$ cat src/hw/rtl/smac_pkg.sv
// Shared types, constants and a helper function of the sliding-mode angle controller.
package smac_pkg;

	localparam int FRAC_BITS_DEF = 16;

	localparam int IN_DATA_W  = 128;
	localparam int OUT_DATA_W = 56;
	localparam int FIELD_W    = 27;
	localparam int CFG_IDX_W  = 3;
	localparam int CFG_DATA_W = 31;

	localparam logic [30:0] RATE_GAIN_RST   = 31'd65536;
	localparam logic [30:0] ANGLE_GAIN_RST  = 31'd4096;
	localparam logic [25:0] RELAY_LEVEL_RST = 26'd65536000;
	localparam logic [30:0] INTEG_GAIN_RST  = 31'd655;
	localparam logic [16:0] FILTER_GAIN_RST = 17'd655;

	localparam logic signed [64:0] SAT_MAX = 65'sd2147483647;
	localparam logic signed [64:0] SAT_MIN = -65'sd2147483648;

	typedef enum logic [CFG_IDX_W-1:0] {
		REG_RATE_GAIN   = 3'd0,
		REG_ANGLE_GAIN  = 3'd1,
		REG_RELAY_LEVEL = 3'd2,
		REG_INTEG_GAIN  = 3'd3,
		REG_FILTER_GAIN = 3'd4
	} smac_reg_t;

	typedef struct packed {
		logic [30:0] rate_gain;
		logic [30:0] angle_gain;
		logic [25:0] relay_level;
		logic [30:0] integ_gain;
		logic [16:0] filter_gain;
	} smac_cfg_t;

	// Operand selection of the shared multiplier.
	typedef enum logic [2:0] {
		MSEL_ANGLE,
		MSEL_RATE,
		MSEL_ANGLE_ERR,
		MSEL_RATE_ERR,
		MSEL_RELAY
	} smac_msel_t;

	typedef struct packed {
		logic       load;
		logic       mul_en;
		smac_msel_t mul_sel;
		logic       upd_angle;
		logic       upd_rate;
		logic       upd_rate_err;
		logic       upd_relay;
		logic       upd_accum;
	} smac_cmd_t;

	function automatic logic signed [31:0] sat32(input logic signed [64:0] v);
		logic signed [31:0] r;
		if (v > SAT_MAX) begin
			r = 32'sh7fffffff;
		end else if (v < SAT_MIN) begin
			r = 32'sh80000000;
		end else begin
			r = v[31:0];
		end
		return r;
	endfunction

endpackage

$ cat src/hw/rtl/smac_cfg_regs.sv
// Configuration register bank of the sliding-mode angle controller.
module smac_cfg_regs (
	input  logic                               clk,
	input  logic                               arst_n,
	input  logic                               cfg_we,
	input  logic [smac_pkg::CFG_IDX_W-1:0]     cfg_index,
	input  logic [smac_pkg::CFG_DATA_W-1:0]    cfg_data,
	output smac_pkg::smac_cfg_t                cfg
);
	import smac_pkg::*;

	smac_cfg_t cfg_q;

	always_ff @(posedge clk or negedge arst_n) begin
		if (!arst_n) begin
			cfg_q.rate_gain   <= RATE_GAIN_RST;
			cfg_q.angle_gain  <= ANGLE_GAIN_RST;
			cfg_q.relay_level <= RELAY_LEVEL_RST;
			cfg_q.integ_gain  <= INTEG_GAIN_RST;
			cfg_q.filter_gain <= FILTER_GAIN_RST;
		end else if (cfg_we) begin
			case (cfg_index)
				REG_RATE_GAIN:   cfg_q.rate_gain   <= cfg_data[30:0];
				REG_ANGLE_GAIN:  cfg_q.angle_gain  <= cfg_data[30:0];
				REG_RELAY_LEVEL: cfg_q.relay_level <= cfg_data[25:0];
				REG_INTEG_GAIN:  cfg_q.integ_gain  <= cfg_data[30:0];
				REG_FILTER_GAIN: cfg_q.filter_gain <= cfg_data[16:0];
				default: ;
			endcase
		end
	end

	assign cfg = cfg_q;

endmodule

$ cat config.mk
export PLATFORM = sky130hd
export DESIGN_NAME = smac_cfg_regs
export DESIGN_NICKNAME = d
export VERILOG_FILES = /design/src/hw/rtl/smac_pkg.sv /design/src/hw/rtl/smac_cfg_regs.sv
export SDC_FILE = /design/constraint.sdc
export NUM_CORES = 1
export LEC_CHECK = 0
export CAP_MARGIN = 20
export CORE_ASPECT_RATIO = 1.5
export CORE_MARGIN = 2
export CORE_UTILIZATION = 67
export CTS_CLUSTER_DIAMETER = 100
export DETAILED_ROUTE_END_ITERATION = 8
export DONT_BUFFER_PORTS = 1
export MAX_ROUTING_LAYER = met4
export PLACE_DENSITY = 0.83
export RECOVER_POWER = 100
export SLEW_MARGIN = 10
export SYNTH_ARGS = -nofsm -noshare
export SYNTH_HDL_FRONTEND = slang
export SYNTH_SLANG_ARGS = --single-unit
$ cat constraint.sdc
create_clock -name clk -period 1.45 [get_ports clk]
set_input_delay 0.435 -clock clk [delete_from_list [all_inputs] [get_ports clk]]
set_output_delay 0.435 -clock clk [all_outputs]
set_load 0.02 [all_outputs]
# Word level (Yosys, flattened, before mapping)
# Cells that the tools add are included.
[word_totals]
input_bits = 37
elab_cells = 15
regBits = 136
out_inout_bits = 136
[classes]
eq_ne = 4
reduce_logical = 6
[ops]
columns = ["op", "count"]
rows = [
  ["$reduce_and 2->1", 5],
  ["$eq 3x2->1 const B", 2],
  ["$eq 3x1->1 const B", 1],
  ["$eq 3x3->1 const B", 1],
  ["$logic_not 3->1", 1],
]

# Logic depth before layout (Yosys ltp)
[logic_depth]
word_depth = 2
ltp_mapped = 4
depth_no_buf = 2

# Worst setup path after synthesis
# Ideal clock, no wire load.
[synth_path]
path_type = "input -> register"
start = "input cfg_index[0] in the netlist's numbering"
end = "register cfg_q (netlist bit cfg[126])"
arrival_time_ns = 1.300
stages = 3
slack_ns = 0.025
cell_sequence = "nor4b_4 -> buf_4 -> mux2_2"
[synth_via]
elab_chain_cells = 2
[synth_lines]
columns = ["item", "line_no", "source"]
rows = [
  ["start: declaration", "smac_cfg_regs.sv:6", "input logic [smac_pkg::CFG_IDX_W-1:0] cfg_index,"],
  ["$logic_not 3->1", "smac_cfg_regs.sv:22", "case (cfg_index)"],
  ["$reduce_and 2->1 (no source line)", "--", ""],
  ["end: declaration", "smac_cfg_regs.sv:12", "smac_cfg_t cfg_q;"],
]
# Every way passes these cells.
# A chain may end at the register's enable or synchronous reset.

# Final worst setup path
[layout_path]
start = "register cfg_q (netlist bit cfg[73])"
end = "output cfg[73] in the netlist's numbering"
[layout_lines]
columns = ["item", "line_no", "source"]
rows = [
  ["end: declaration", "smac_cfg_regs.sv:8", "output smac_pkg::smac_cfg_t cfg"],
]
# No word-level cell between the ends.

==> out/metrics.yaml <==
status:
  status: "complete, but fails checks"
  failed_checks: "hold timing, setup timing"
clocking:
  clockBufferDepth: 2
  cts_buffers: 17
  cts_root_buffer: "clkbuf_16"
  cts_num_sinks: 136
  post_cts.repair.setup_buffers: 0
  clk_pin_slew_ns: 0.06
  clk_latency_ns: 0.41
  tritoncts: "built"
  htree_levels: 4
sta:
  fin_crit_ns: 1.45
  hold_viol: 136
  slew_viol_final: 0
  hold_ws_ns: -0.281
  rsz0062_at_grt: "yes"
  fin_setup_tns_ns: -0.00121
  worst_clock_skew_ns: 0
  worstMarginPinSlew_ns: 0.918
  setup_viol_count_final: 1
  post-route-period-util_pct: 100
  setup_slack_ns: -0.00121
  relSlewSlack_pct: 38.8
  max_freq_mhz: 689
grt:
  grt_max_degree: 137
  grt_use_total_pct: 26.4
  grt-ovfl-total: 0
  grt_antenna_before_repair: 0
  grt_pass1_vias: 2781
  grt_pass1_wl_mm: 15.5
power_and_ir_drop:
  ir_drop_mv: 1.60
  p_comb_share_pct: 7.4
  p_seq_share_pct: 54.0
  internal-power_w: 0.00843
  switching_share_pct: 29.3
  powerDensity_mw_per_mm2: 2050
  total_leakage_power_nw: 2.50
  clock_power_share_pct: 38.6
  switchingPower_w: 0.00349
placed_design:
  gp_congestion: 0.805
  dp_slack_ns: -0.0545
  hpwl_mm: 6.39
  io_buffers: 0
  dp_cells: 386
critical_path:
  cp-end-kind: "primary output"
  worstPathRequired_ns: 1.02
  timing.rr.start: "cfg[8]"
  cp.depth: 0
  crit_fanout: 2
  worst_setup_path_start_kind: "flop"
  r2r_slack_ns: 0.54
  path_class: "flop to primary output"
  r2r-end: "cfg[8]"
  arrival_ns: 1.02
  reg2regPathDepth: 1
synthesis:
  syn_nets: 328
  synth_area_mm2: 0.00514
  ys_seq_area_share_pct: 66.7
  synth.distinct_cells: 11
  ys_warn_count: 0
  syn_inst: 291
  avgSynthCellArea_um2: 17.7
  ys_seq_elements: 136
die:
  die_height_um: 111
  rows: 39
  fp.dieArea_mm2: 0.00841
  start_util_pct: 68.4
  fp.dieW_um: 75.5
  io-pin-count: 173
  core_area_mm2: 0.00751
min_path:
  hold_class: "input pin to asynchronous set/reset pin"
final_layout:
  fin_nets: 340
  finalNonFillerCells: 418
  layout_commonest_cell: "mux2_2"
  num_antenna_cells: 0
  area_delta_synth_final_pct: 13.3
  fin_util_pct: 77.5
  drive_gt1_share_pct: 61.1
  layout_common_cells: "mux2_2 (131), dfrtp_1 (116), dfstp_2 (20), clkbuf_16 (17), clkinv_2 (6)"
  largest_reg_flops: 136
detailed_routing:
  antenna_left: 0
  vias: 2541
  dr.pass1.iters: 4
  wl_mm: 10.1
  drtIter0Drc: 108
  drcViolationCount: 0
  wl_per_cell_um: 24.2
  vias_per_cell: 6.08
job:
  drv_cap: 0
worst max-delay path by stage:
stage               endpoint         start
finish               cfg[73]       cfg[73]
global placement    cfg[134]  cfg_index[0]
floorplan           cfg[126]  cfg_index[0]
detailed placement  cfg[118]  cfg_index[0]
global route         cfg[73]       cfg[73]
CTS                  cfg[73]       cfg[73]
synthesized netlist by cell type:
master / number / area, um^2
dfstp_2: 20 / 526
buf_6: 5 / 56.3
dfrtp_1: 116 / 2900
and4bb_2: 3 / 37.5
mux2_2: 131 / 1480
buf_4: 3 / 22.5
mux2_1: 4 / 45.0
nor4b_4: 1 / 23.8
buf_2: 6 / 30.0
nand4b_1: 1 / 8.76
mux2_4: 1 / 15.0
kinds of logic after synthesis:
logic type | count (synthesis) | synth area share (%)
and+or+nand+nor | 5 | 1.36
muxes | 136 | 29.9
DFF | 136 | 66.7
buffers and inverters | 14 | 2.12
timing repair:
item / in CTS / in global routing
resized for setup: 0 / 0
endpoints found under the setup margin: 13 / 20
gates cloned: 0 / 0
hold endpoints to repair: 136 / 136
power by group through the flow:
| stage | registers (W) | logic [W] | clock network (W) |
|---|---|---|---|
| 3_3_place_gp | 0.00647 | 0.000834 | 0 |
| 3_5_place_dp | 0.00650 | 0.000897 | 0 |
| 2_1_floorplan | 0.00624 | 0.000792 | 0 |
| 5_1_grt | 0.00654 | 0.000959 | 0.00486 |
| 4_1_cts | 0.00646 | 0.000911 | 0.00466 |
| 6_report | 0.00643 | 0.000881 | 0.00461 |
metal layers:
metal | GRT usage [%] | vias to the layer above | wire [um]
li1 | - | 1055 | -
met1 | 30.7 | 1332 | 3820
met2 | 39.2 | 130 | 5070
met3 | 10.8 | 24 | 915
met4 | 12.9 | 0 | 305
met5 | - | - | 0
per-stage QoR:
stage               area, um^2  power (W)
floorplan                 5140    0.00704
global placement          5280    0.00731
detailed placement        5280    0.00740
CTS                       5920     0.0120
global route              5830     0.0124
finish                    5830     0.0119
final cells by class:
| type | instances | area, um^2 |
|---|---|---|
| Timing Repair Buffer | 7 | 36.3 |
| Multi-Input combinational cell | 141 | 1590 |
| Clock inverter | 14 | 204 |
| Fill cell | 430 | 1690 |
| Sequential cell | 136 | 3430 |
| Tap cell | 102 | 128 |
| Clock buffer | 18 | 439 |
Note: power is estimated with default switching activity, not from simulation.
