===== config.mk =====
export PLATFORM = sky130hd
export DESIGN_NAME = smac_ctrl
export DESIGN_NICKNAME = d
export VERILOG_FILES = /design/src/hw/rtl/smac_pkg.sv /design/src/hw/rtl/smac_ctrl.sv
export SDC_FILE = /design/constraint.sdc
export NUM_CORES = 1
export LEC_CHECK = 0
export BUFFER_PORTS_ARGS = -buffer_cell sky130_fd_sc_hd__clkbuf_2
export CAP_MARGIN = 20
export CELL_PAD_IN_SITES_DETAIL_PLACEMENT = 1
export CELL_PAD_IN_SITES_GLOBAL_PLACEMENT = 2
export CORE_UTILIZATION = 22
export DETAILED_ROUTE_END_ITERATION = 7
export GPL_TIMING_DRIVEN = 1
export PLACE_DENSITY_LB_ADDON = 0.1
export SLEW_MARGIN = 40
export SYNTH_ARGS = -nofsm -noshare
export SYNTH_HDL_FRONTEND = slang
export SYNTH_SLANG_ARGS = --single-unit
export TNS_END_PERCENT = 100

===== constraint.sdc =====
create_clock -name clk -period 1.3 [get_ports clk]
set_input_delay 0.13 -clock clk [delete_from_list [all_inputs] [get_ports clk]]
set_output_delay 0.13 -clock clk [all_outputs]
set_load 0.02 [all_outputs]

===== src/hw/rtl/smac_pkg.sv =====
// Shared types, constants and a helper function of the sliding-mode angle controller.
package smac_pkg;

	localparam int FRAC_BITS_DEF = 16;

	localparam int IN_DATA_W  = 128;
	localparam int OUT_DATA_W = 56;
	localparam int FIELD_W    = 27;
	localparam int CFG_IDX_W  = 3;
	localparam int CFG_DATA_W = 31;

	localparam logic [30:0] RATE_GAIN_RST   = 31'd65536;
	localparam logic [30:0] ANGLE_GAIN_RST  = 31'd4096;
	localparam logic [25:0] RELAY_LEVEL_RST = 26'd65536000;
	localparam logic [30:0] INTEG_GAIN_RST  = 31'd655;
	localparam logic [16:0] FILTER_GAIN_RST = 17'd655;

	localparam logic signed [64:0] SAT_MAX = 65'sd2147483647;
	localparam logic signed [64:0] SAT_MIN = -65'sd2147483648;

	typedef enum logic [CFG_IDX_W-1:0] {
		REG_RATE_GAIN   = 3'd0,
		REG_ANGLE_GAIN  = 3'd1,
		REG_RELAY_LEVEL = 3'd2,
		REG_INTEG_GAIN  = 3'd3,
		REG_FILTER_GAIN = 3'd4
	} smac_reg_t;

	typedef struct packed {
		logic [30:0] rate_gain;
		logic [30:0] angle_gain;
		logic [25:0] relay_level;
		logic [30:0] integ_gain;
		logic [16:0] filter_gain;
	} smac_cfg_t;

	// Operand selection of the shared multiplier.
	typedef enum logic [2:0] {
		MSEL_ANGLE,
		MSEL_RATE,
		MSEL_ANGLE_ERR,
		MSEL_RATE_ERR,
		MSEL_RELAY
	} smac_msel_t;

	typedef struct packed {
		logic       load;
		logic       mul_en;
		smac_msel_t mul_sel;
		logic       upd_angle;
		logic       upd_rate;
		logic       upd_rate_err;
		logic       upd_relay;
		logic       upd_accum;
	} smac_cmd_t;

	function automatic logic signed [31:0] sat32(input logic signed [64:0] v);
		logic signed [31:0] r;
		if (v > SAT_MAX) begin
			r = 32'sh7fffffff;
		end else if (v < SAT_MIN) begin
			r = 32'sh80000000;
		end else begin
			r = v[31:0];
		end
		return r;
	endfunction

endpackage


===== src/hw/rtl/smac_ctrl.sv =====
// Sequencer of the controller: steps the datapath through one sample.
module smac_ctrl (
	input  logic                 clk,
	input  logic                 arst_n,
	input  logic                 in_valid,
	output logic                 in_ready,
	output logic                 out_valid,
	input  logic                 out_ready,
	output smac_pkg::smac_cmd_t  cmd
);
	import smac_pkg::*;

	typedef enum logic [3:0] {
		ST_IDLE,
		ST_MUL_ANGLE,
		ST_MUL_RATE,
		ST_MUL_ANGLE_ERR,
		ST_RATE_ERR,
		ST_MUL_RATE_ERR,
		ST_RELAY,
		ST_MUL_RELAY,
		ST_ACCUM
	} state_t;

	state_t state_q;
	logic   out_valid_q;
	logic   out_free;

	// The result register may be reloaded once its previous content is gone.
	assign out_free = !out_valid_q || out_ready;

	always_ff @(posedge clk or negedge arst_n) begin
		if (!arst_n) begin
			state_q     <= ST_IDLE;
			out_valid_q <= 1'b0;
		end else begin
			if (state_q == ST_ACCUM && out_free) begin
				out_valid_q <= 1'b1;
			end else if (out_ready) begin
				out_valid_q <= 1'b0;
			end
			case (state_q)
				ST_IDLE: begin
					if (in_valid) begin
						state_q <= ST_MUL_ANGLE;
					end
				end
				ST_MUL_ANGLE:     state_q <= ST_MUL_RATE;
				ST_MUL_RATE:      state_q <= ST_MUL_ANGLE_ERR;
				ST_MUL_ANGLE_ERR: state_q <= ST_RATE_ERR;
				ST_RATE_ERR:      state_q <= ST_MUL_RATE_ERR;
				ST_MUL_RATE_ERR:  state_q <= ST_RELAY;
				ST_RELAY:         state_q <= ST_MUL_RELAY;
				ST_MUL_RELAY:     state_q <= ST_ACCUM;
				ST_ACCUM: begin
					if (out_free) begin
						state_q <= ST_IDLE;
					end
				end
				default: state_q <= ST_IDLE;
			endcase
		end
	end

	always_comb begin
		cmd         = '0;
		cmd.mul_sel = MSEL_ANGLE;
		case (state_q)
			ST_IDLE:  cmd.load = in_valid;
			ST_MUL_ANGLE: begin
				cmd.mul_en  = 1'b1;
				cmd.mul_sel = MSEL_ANGLE;
			end
			ST_MUL_RATE: begin
				cmd.upd_angle = 1'b1;
				cmd.mul_en    = 1'b1;
				cmd.mul_sel   = MSEL_RATE;
			end
			ST_MUL_ANGLE_ERR: begin
				cmd.upd_rate = 1'b1;
				cmd.mul_en   = 1'b1;
				cmd.mul_sel  = MSEL_ANGLE_ERR;
			end
			ST_RATE_ERR:  cmd.upd_rate_err = 1'b1;
			ST_MUL_RATE_ERR: begin
				cmd.mul_en  = 1'b1;
				cmd.mul_sel = MSEL_RATE_ERR;
			end
			ST_RELAY:     cmd.upd_relay = 1'b1;
			ST_MUL_RELAY: begin
				cmd.mul_en  = 1'b1;
				cmd.mul_sel = MSEL_RELAY;
			end
			ST_ACCUM:     cmd.upd_accum = out_free;
			default: ;
		endcase
	end

	assign in_ready  = (state_q == ST_IDLE);
	assign out_valid = out_valid_q;

endmodule


* Word-level counts from Yosys, hierarchy flattened *
Cells that the tools add are included.
Widths: inputs -> output; s select.

word-level totals
  flip-flop bits (word level) = 5
  input port bits = 4
  output and inout port bits = 12
  word-level logic and storage cells = 30

operators by class
  equality and inequality tests = 10
  multiplexer cells = 12
  reductions and logical operators = 6

operator list
  cell                number
  $pmux 4 s9          1
  $pmux 4 s5          1
  $eq 4x3->1 const B  4
  $eq 4x2->1 const B  2
  $mux 1              8
  $mux 4              2
  $eq 4x1->1 const B  1
  $eq 4x4->1 const B  1
  $logic_not 4->1     1
  $ne 2x2->1 const B  2
  $reduce_and 2->1    1
  $reduce_bool 2->1   1
  $logic_and 1x1->1   1
  $logic_not 1->1     1
  $logic_or 1x1->1    1

* Longest topological paths before layout *
Gate-level depths: netlist (run 1).

  depth in word-level cells = 4
  gate-level depth with buffers = 3
  depth with buffers taken out = 2

* Least setup slack after synthesis (run 1) *
Ideal clock, no wire load.

  path type = flip-flop to output port
  start point = reg state_q[0]
  end point = out cmd[9] (netlist bit)
  data arrival time = 1.626 ns
  required time = 1.170 ns
  path slack = -0.456 ns
  cell stages (with the launch flop) = 4
  path buffers = 1
  cells stage by stage = dfrtp_1 -> buf_4 -> nor4_1 -> and2_1

RTL lines
  element                 line             RTL
  start, declared         smac_ctrl.sv:25  state_t state_q;
  start signal, assigned  smac_ctrl.sv:34  state_q <= ST_IDLE;
  start signal, assigned  smac_ctrl.sv:45  state_q <= ST_MUL_ANGLE;
  start signal, assigned  smac_ctrl.sv:48  ST_MUL_ANGLE: state_q <= ST_MUL_RATE;
  end, declared           smac_ctrl.sv:9   output smac_pkg::smac_cmd_t cmd

==> results.json, run 1 <==
{
  "status": "complete, but fails checks",
  "violations": "setup timing",
  "setup_viol": 13,
  "max_freq_ghz": 0.639,
  "clock_path_buffers": 2,
  "ff2ff_setup_slack_ns": -0.11,
  "cts_tree": "yes",
  "drive_above_1_share": 0.709,
  "dieArea_um2": 1680,
  "post-synth-top-area-fraction": 0.373,
  "cp-start-kind": "flop",
  "dr.pass1.iters": 1,
  "timing.final.ws_setup_ns": -0.264,
  "synth_nets": 43,
  "grt_pass1_vias": 369,
  "skew_ns": 0.00498,
  "die_height_um": 41.0,
  "clk_transition_reported_paths_ns": 0.04,
  "core_area_um2": 1370,
  "yosys_warnings": 0,
  "r2r_end": "state_q[3]$_DFFE_PN0P_",
  "die_w_um": 41.0,
  "powerDensity_nw_per_um2": 2730,
  "io_buffer_count": 15,
  "finalCritPeriodShare": 1.20,
  "final_common_cell": "buf_4",
  "grt_overflow_total": 0,
  "critical_path_class": "flop to output port",
  "p_sw_uw": 943,
  "multi_input_area_um2": 279,
  "critPathRequiredTime_ns": 1.17,
  "placementRows": 13,
  "clock_latency_ns": 0.23,
  "ys_seq_elements": 5,
  "cp_data_arrival_time_ns": 1.43,
  "yosysSeqAreaShare": 0.373,
  "crit_path_end_kind": "output port",
  "tightest_slew_ns": 0.212,
  "vias": 433,
  "hold_path.startpoint": "in_valid",
  "r2r_cells": 4,
  "cellLeakagePower_nw": 0.394,
  "pwr-share-clk": 0.076,
  "wl_per_cell_um": 14.1,
  "syn_area_per_cell_um2": 8.60,
  "slew_headroom": 0.857,
  "initial_core_util": 0.245,
  "path_max_fanout": 2,
  "antenna_cells": 0,
  "syn-instance-count": 39,
  "htree_num_levels": 1,
  "drcViolationCount": 0,
  "synth.area.top_cells": "dfrtp_1 37%, nand2b_1 9.3%, nor3_1 9.0%, a21oi_1 6.0%, buf_2 4.5%",
  "clock_sinks": 5,
  "dp_hpwl_um": 760,
  "ff_latch_area_um2": 125,
  "ir_drop_mv": 0.996,
  "p_int_mw": 1.30,
  "antenna_found_initial": 0,
  "rsz0062_at_grt": "yes",
  "p_sw_frac": 0.421,
  "area_growth_pct": 144,
  "hold_viol": 0,
  "post_drt_via_cell_ratio": 4.61,
  "synth.distinct_cells": 18,
  "grt_use_total": 0.136,
  "final_core_util": 0.600,
  "r2r-start": "state_q[1]$_DFFE_PN0P_",
  "synthesis.area_um2": 335,
  "mostFrequentLayoutCells": "18 x buf_4, 14 x buf_6, 5 x dfrtp_1",
  "cts_buffers": 3,
  "hp-class": "primary input to flop",
  "fin_crit_ns": 1.56,
  "min_path_cells": 3,
  "synth.largest_area_cell": "dfrtp_1",
  "nFillCells": 148,
  "pin_count": 16,
  "ant_nets": 0,
  "root_buffer": "clkbuf_4",
  "drt_wl_total_mm": 1.33,
  "first_iter_violations": 0,
  "pwr-share-seq": 0.116,
  "gp_congestion": 0.707,
  "whs_endpoint": "state_q[0]$_DFFE_PN0P_",
  "holdWs_ns": 0.226,
  "pwr-share-comb": 0.808,
  "slew_viol_final": 0,
  "grt_pass1_wl_mm": 1.47,
  "cap_violations": 0,
  "grt_max_degree": 13,
  "nNetsFinal": 84
}
[cells in the mapped netlist]
library cell and number:
or4b_4 1, nor2_1 2, buf_2 3, o22ai_2 1, inv_1 1, a21oi_1 4, nand2_1 2, nor4_1 1
buf_4 1, xnor2_1 1, a21bo_2 1, nand2b_1 5, dfrtp_1 5, or3b_1 1, nand3b_1 2, nor2b_1 1
nor3_1 6, and2_1 1
[power groups by stage]
stage	Sequential, mW	Combinational [mW]	Clock (mW)
final	0.260	1.81	0.171
after global routing	0.262	1.93	0.197
after CTS	0.256	1.20	0.177
after detailed placement	0.253	1.05	0
after global placement	0.246	1.02	0
after floorplan	0.264	0.685	0
[how the worst max path moves through the flow]
stage          slack, ns      to  cells after the start                   start
6_report           -0.26  cmd[0]                      3  state_q[1]$_DFFE_PN0P_
5_1_grt            -0.30  cmd[0]                      3  state_q[1]$_DFFE_PN0P_
4_1_cts            -0.27  cmd[5]                      4  state_q[2]$_DFFE_PN0P_
3_5_place_dp       -0.03  cmd[5]                      4  state_q[0]$_DFFE_PN0P_
3_3_place_gp       -0.02  cmd[0]                      3  state_q[1]$_DFFE_PN0P_
2_1_floorplan      -0.05  cmd[9]                      3  state_q[0]$_DFFE_PN0P_
[worst max-delay path, stage by stage, from the launching register on]
cell	delay [ns]
dfrtp_1	0.38
or4b_4	0.57
nor2b_4	0.13
buf_8	0.11
[area by class of cell]
type | instances | area share
Sequential cell | 5 | 0.153
Clock buffer | 4 | 0.0321
Timing Repair Buffer | 40 | 0.447
Multi-Input combinational cell | 29 | 0.340
Inverter | 1 | 0.00458
Tap cell | 15 | 0.0229
[sequential cells by signal, summed over array words and instances (netlist names)]
name,count
state_q,4
out_valid,1
[stage by stage]
step	cell area (um^2)	setup TNS [ns]	std cells	power (mW)	worst slack (ns)
6_report	820	-1.83	94	2.24	-0.264
5_1_grt	820	-2.54	94	2.39	-0.304
4_1_cts	587	-1.93	78	1.63	-0.272
3_5_place_dp	493	-0.0489	73	1.31	-0.0305
3_3_place_gp	493	-0.0230	73	1.26	-0.0158
2_1_floorplan	362	-0.0711	39	0.949	-0.0525
[repair_timing]
action,in CTS,in global routing
hold buffers,1,0
buffers inserted,0,16
endpoints found under the hold margin,5,0
pin swaps,3,8
setup endpoints to repair,11,12
gates resized for setup,15,37
[kinds of logic (layout without fill, tap and decap cells)]
logic type / Yosys count / count (layout) / synth area share
AOI/OAI and AO/OA: 6 / 6 / 0.127
xor gates and xnor gates: 1 / 1 / 0.0261
buffers and inverters: 5 / 45 / 0.0783
DFF: 5 / 5 / 0.373
and+or+nand+nor: 22 / 22 / 0.396
[layer usage]
layer	up-vias	global-route usage	wire, um
li1	215	-	-
met1	210	0.134	499
met2	8	0.254	802
met3	0	0.0326	24
met4	0	0.0750	0
met5	-	0	0
Power figures use the tool's default switching activity.
==> inputs of run 2 (changes only) <==
--- a/config.mk
+++ b/config.mk
@@ -6,5 +6,5 @@
 export NUM_CORES = 1
 export LEC_CHECK = 0
-export BUFFER_PORTS_ARGS = -buffer_cell sky130_fd_sc_hd__clkbuf_2
+export BUFFER_PORTS_ARGS = -buffer_cell sky130_fd_sc_hd__buf_2
 export CAP_MARGIN = 20
 export CELL_PAD_IN_SITES_DETAIL_PLACEMENT = 1
==> constraint.sdc (replaced) <==
create_clock -name clk -period 1.3 [get_ports clk]
set_input_delay 0.065 -clock clk [delete_from_list [all_inputs] [get_ports clk]]
set_output_delay 0.065 -clock clk [all_outputs]
set_load 0.02 [all_outputs]
==> results.json, run 2 (synthesized netlist as in run 1, its figures left out) <==
{
  "htree_num_levels": 1,
  "nFillCells": 152,
  "grt_pass1_vias": 333,
  "slew_headroom": 0.860,
  "cts_tree": "yes",
  "p_sw_uw": 867,
  "ant_nets": 0,
  "r2r_cells": 3,
  "timing.final.ws_setup_ns": -0.201,
  "tightest_slew_ns": 0.209,
  "powerDensity_nw_per_um2": 2760,
  "path_cells": "or4b_4 -> nor2b_4 -> buf_6",
  "worst-path-buf-inv": 1,
  "finalCritPeriodShare": 1.15,
  "post_drt_via_cell_ratio": 4.56,
  "path_max_fanout": 3,
  "critical_path_class": "flop to output port",
  "critPathRequiredTime_ns": 1.24,
  "cp-start-kind": "flop",
  "placementRows": 13,
  "root_buffer": "clkbuf_4",
  "pwr-share-seq": 0.127,
  "largest_reg_flops": 4,
  "dp_hpwl_um": 664,
  "gp_congestion": 0.676,
  "p_sw_frac": 0.423,
  "cap_violations": 0,
  "final_common_cell": "buf_4",
  "antenna_found_initial": 0,
  "clk_transition_reported_paths_ns": 0.04,
  "wl_per_cell_um": 12.2,
  "drcViolationCount": 0,
  "top_register": "state_q",
  "grt_pass1_wl_mm": 1.32,
  "dieArea_um2": 1680,
  "total_power_mw": 2.05,
  "fin_crit_ns": 1.50,
  "hp-class": "primary input to flop",
  "cp_data_arrival_time_ns": 1.44,
  "die_w_um": 41.0,
  "pwr-share-clk": 0.083,
  "clock_sinks": 5,
  "drt_wl_total_mm": 1.06,
  "dp_worst_setup_slack_ns": 0.0385,
  "violations": "setup timing",
  "grt_use_total": 0.125,
  "crit_path_end_kind": "output port",
  "pwr-share-comb": 0.790,
  "grt_max_degree": 11,
  "io_buffer_count": 15,
  "max_stage_delay_ns": 0.58,
  "dr.pass1.iters": 2,
  "clock_latency_ns": 0.23,
  "antenna_cells": 0,
  "die_height_um": 41.0,
  "area_growth_pct": 122,
  "vias": 397,
  "core_area_um2": 1370,
  "crit_slowest_cell": "or4b_4",
  "cellLeakagePower_nw": 0.363,
  "mostFrequentLayoutCells": "17 x buf_4, 10 x buf_6, 5 x dfrtp_1",
  "slew_viol_final": 0,
  "cts_buffers": 3,
  "first_iter_violations": 3,
  "rsz0062_at_grt": "yes",
  "max_freq_ghz": 0.666,
  "min_path_cells": 3,
  "hold_viol": 0,
  "path_depth": 3,
  "status": "complete, but fails checks",
  "ir_drop_mv": 1.09,
  "crit_family": "simple AND/OR/NAND/NOR gates",
  "skew_ns": 0.000985,
  "pin_count": 16,
  "holdWs_ns": 0.150,
  "drive_above_1_share": 0.750,
  "initial_core_util": 0.245,
  "p_int_mw": 1.18,
  "setup_viol": 9,
  "nNetsFinal": 77,
  "clock_path_buffers": 2,
  "grt_overflow_total": 0
}
run 2: cell types whose count changed in the layout (fill, tap and decap cells not counted), sizes merged:
| cell | before | now |
|---|---|---|
| buf | 34 | 32 |
| clkbuf | 9 | 4 |
run 2: area by class of cell:
class / count / area (um^2) / share of cell area
inverters: 1 / 3.75 / 0.00505
repair buffers: 33 / 285 / 0.384
multi-input cells: 29 / 284 / 0.382
well taps: 15 / 18.8 / 0.0253
clock buffers: 4 / 26.3 / 0.0354
flip-flops and latches: 5 / 125 / 0.168
run 2: worst register-to-register path: stages (launching register included):
cell and delay [ns]:
dfrtp_1 0.38, or4b_4 0.58, buf_4 0.16, o22ai_2 0.09
run 2: metal layers:
metal  routed length (um)  up-vias  global-route usage  part of all wire
met1                  421      189               0.138              0.40
met4                    0        0              0.0750                 0
met3                   32        0              0.0326             0.030
met5                    0        -                   0                 0
met2                  605        8               0.211              0.57
li1                     -      200                   -                 -
run 2: timing repair:
| item | in CTS | in global routing |
|---|---|---|
| resized for setup | 21 | 19 |
| endpoints found under the setup margin | 10 | 11 |
| setup buffers | 3 | 8 |
| hold buffers | 1 | 0 |
| pin swaps | 5 | 9 |
| endpoints found under the hold margin | 5 | 0 |
run 2: power groups by stage:
stage                     Combinational, mW  Clock, mW  Sequential [mW]
after floorplan                       0.671          0            0.264
after global placement                0.975          0            0.255
after detailed placement              0.992          0            0.254
after CTS                              1.28      0.177            0.260
after global routing                   1.73      0.194            0.270
final                                  1.62      0.170            0.261
run 2: worst paths after layout:
path	end	slack (ns)	start
max	cmd[0]	-0.20	state_q[1]$_DFFE_PN0P_
min reg2reg	out_valid$_DFFE_PN0P_	0.55	out_valid$_DFFE_PN0P_
min in group asynchronous	state_q[0]$_DFFE_PN0P_	0.18	arst_n
max in group asynchronous	state_q[1]$_DFFE_PN0P_	1.00	arst_n
max reg2reg	state_q[3]$_DFFE_PN0P_	0	state_q[1]$_DFFE_PN0P_
min	state_q[0]$_DFFE_PN0P_	0.15	in_valid
run 2: metrics by stage:
stage / instances / setup TNS, ns / instance area (um^2) / util
after floorplan: 39 / -0.00319 / 353 / -
after global placement: 71 / 0 / 469 / 0.343
after detailed placement: 71 / 0 / 469 / 0.343
after CTS: 79 / -0.648 / 606 / 0.443
after global routing: 87 / -1.36 / 743 / 0.544
final: 87 / -0.666 / 743 / 0.544
==> inputs of run 3 (changes only) <==
ABC_AREA = 1   (was not set)
CORE_UTILIZATION = 19   (was 22)
==> results.json, run 3 <==
{
  "pwr-share-comb": 0.621,
  "violations": "setup timing",
  "drive_above_1_share": 0.500,
  "dp_hpwl_um": 677,
  "core_area_um2": 1370,
  "wl_per_cell_um": 11.7,
  "powerDensity_nw_per_um2": 2930,
  "m1WireLength_um": 421,
  "cp_data_arrival_time_ns": 1.24,
  "hp-class": "primary input to flop",
  "pwr-share-seq": 0.247,
  "synthFlopType": "dfrtp_1",
  "drt_wl_total_um": 950,
  "top_register": "state_q",
  "area_growth_pct": 69.0,
  "post-synth-top-area-fraction": 0.431,
  "path_cells": "inv_1 -> a211oi_1 -> buf_2",
  "top_layer_used": "met4",
  "status": "complete, but fails checks",
  "pin_count": 16,
  "synthesis.area_um2": 290,
  "pwr-share-clk": 0.132,
  "rsz0062_at_grt": "yes",
  "antenna_found_initial": 0,
  "synth-async-reset-ratio": 1.00,
  "critical_path_class": "flop to output port",
  "crit_slowest_cell": "dfrtp_2",
  "nFillCells": 182,
  "p_sw_uw": 730,
  "nNetsFinal": 71,
  "die_height_um": 41.1,
  "grt_use_total": 0.134,
  "dp_worst_setup_slack_ns": 0.186,
  "post_drt_via_cell_ratio": 4.49,
  "p_int_uw": 709,
  "slew_headroom": 0.843,
  "vias": 364,
  "ant_nets": 0,
  "die_w_um": 41.1,
  "final_core_util": 0.359,
  "synth-edff-count": 0,
  "grt_overflow_total": 0,
  "slew_viol_final": 0,
  "p_sw_frac": 0.507,
  "first_iter_violations": 5,
  "cts_buffers": 3,
  "max_stage_delay_ns": 0.44,
  "critPathRequiredTime_ns": 1.24,
  "htree_num_levels": 1,
  "ys_seq_elements": 5,
  "wl_met3_um": 63,
  "finalCritPeriodShare": 1.01,
  "syn_area_per_cell_um2": 6.75,
  "final_common_cell": "buf_4",
  "total_power_mw": 1.44,
  "dieArea_um2": 1690,
  "io_buffer_count": 15,
  "gp_congestion": 0.738,
  "grt_pass1_vias": 324,
  "yosys_warnings": 0,
  "dr.pass1.iters": 3,
  "grt_pass1_wl_mm": 1.44,
  "cap_violations": 0,
  "skew_ns": 0.00496,
  "grt_max_degree": 7,
  "path_max_fanout": 5,
  "synth.largest_area_cell": "dfrtp_1",
  "drcViolationCount": 0,
  "crit_path_end_kind": "output port",
  "tightest_slew_ns": 0.234,
  "placementRows": 13,
  "clock_path_buffers": 2,
  "hold_viol": 0,
  "mostFrequentLayoutCells": "11 x buf_4, 8 x inv_1, 8 x nand2_1",
  "yosysSeqAreaShare": 0.431,
  "synth_common_cells": "10 x inv_1, 10 x nand2_1, 5 x dfrtp_1, 5 x nor2_1, 4 x nand3_1",
  "syn-instance-count": 43,
  "largest_reg_flops": 4,
  "dr_wl_met2_um": 445,
  "root_buffer": "clkbuf_4",
  "clock_sinks": 5,
  "clk_transition_reported_paths_ns": 0.04,
  "initial_core_util": 0.212,
  "setup_viol": 1,
  "cts_tree": "yes",
  "synth.area.top_cells": "dfrtp_1 43%, inv_1 13%, nand2_1 13%, nand3_1 6.9%, nor2_1 6.5%",
  "synth.distinct_cells": 10,
  "synth_nets": 47,
  "cellLeakagePower_nw": 0.297,
  "antenna_cells": 0,
  "clock_latency_ns": 0.25,
  "timing.final.ws_setup_ns": -0.00970,
  "fin_crit_ns": 1.31,
  "cp-start-kind": "flop",
  "max_freq_ghz": 0.764,
  "ir_drop_mv": 0.904
}
## run 3: path summary, 6_finish.rpt
path	from	end	slack, ns	cells past startpoint
worst max-delay path	state_q[0]$_DFFE_PN0P_	cmd[8]	-0.01	3
worst min-delay path	out_ready	out_valid$_DFFE_PN0P_	0.02	2
worst max register to register	state_q[2]$_DFFE_PN0P_	state_q[0]$_DFFE_PN0P_	0.28	5
worst min register to register	state_q[3]$_DFFE_PN0P_	state_q[1]$_DFFE_PN0P_	0.52	1
max in group asynchronous	arst_n	state_q[3]$_DFFE_PN0P_	0.98	2
min in group asynchronous	arst_n	state_q[1]$_DFFE_PN0P_	0.17	2
## run 3: cells by family after synthesis
kind of cell    synth area share
buf+inv                    0.129
simple gates               0.379
compound gates            0.0604
flops                      0.431
## run 3: worst max-delay path: cells and delay by family, from the launching register on
| family | cells | cell delay (ns) |
|---|---|---|
| AOI/OAI and AO/OA | 1 | 0.24 |
| DFF | 1 | 0.44 |
| buffers and inverters | 2 | 0.31 |
## run 3: repair_timing
action,4_1_cts,5_1_grt
endpoints found under the hold margin,5,0
cloned,0,0
setup buffers,1,2
resized for setup,9,11
hold buffers,1,0
setup endpoints to repair,11,11
pin swaps,1,2
## run 3: area by class of cell
type | count | area, um^2 | area share
clock buffer | 4 | 26.3 | 0.0536
sequential | 5 | 130 | 0.265
timing repair buffer | 19 | 128 | 0.260
inverter | 10 | 37.5 | 0.0765
tap | 15 | 18.8 | 0.0383
multi-input combinational | 28 | 150 | 0.306
## run 3: per-stage QoR
step	hold WS, ns	cell area, um^2	instances	TNS (ns)
3_3_place_gp	-0.112	384	73	0
6_report	0.0164	490	81	-0.00970
3_5_place_dp	-0.115	384	73	0
4_1_cts	0.0137	450	79	-0.00157
5_1_grt	0.0177	490	81	-0.237
2_1_floorplan	-0.231	290	43	0
## run 3: metal layers
metal	GRT usage	vias to the layer above
li1	-	179
met1	0.157	167
met2	0.203	13
met3	0.0543	5
met4	0.0750	0
met5	0	-
## run 3: power by group through the flow
stage               sequential (mW)  clock (mW)  combinational (mW)
floorplan                     0.298           0               0.482
global placement              0.325           0               0.708
detailed placement            0.322           0               0.700
CTS                           0.346       0.193               0.773
global route                  0.367       0.205               0.980
finish                        0.355       0.190               0.894
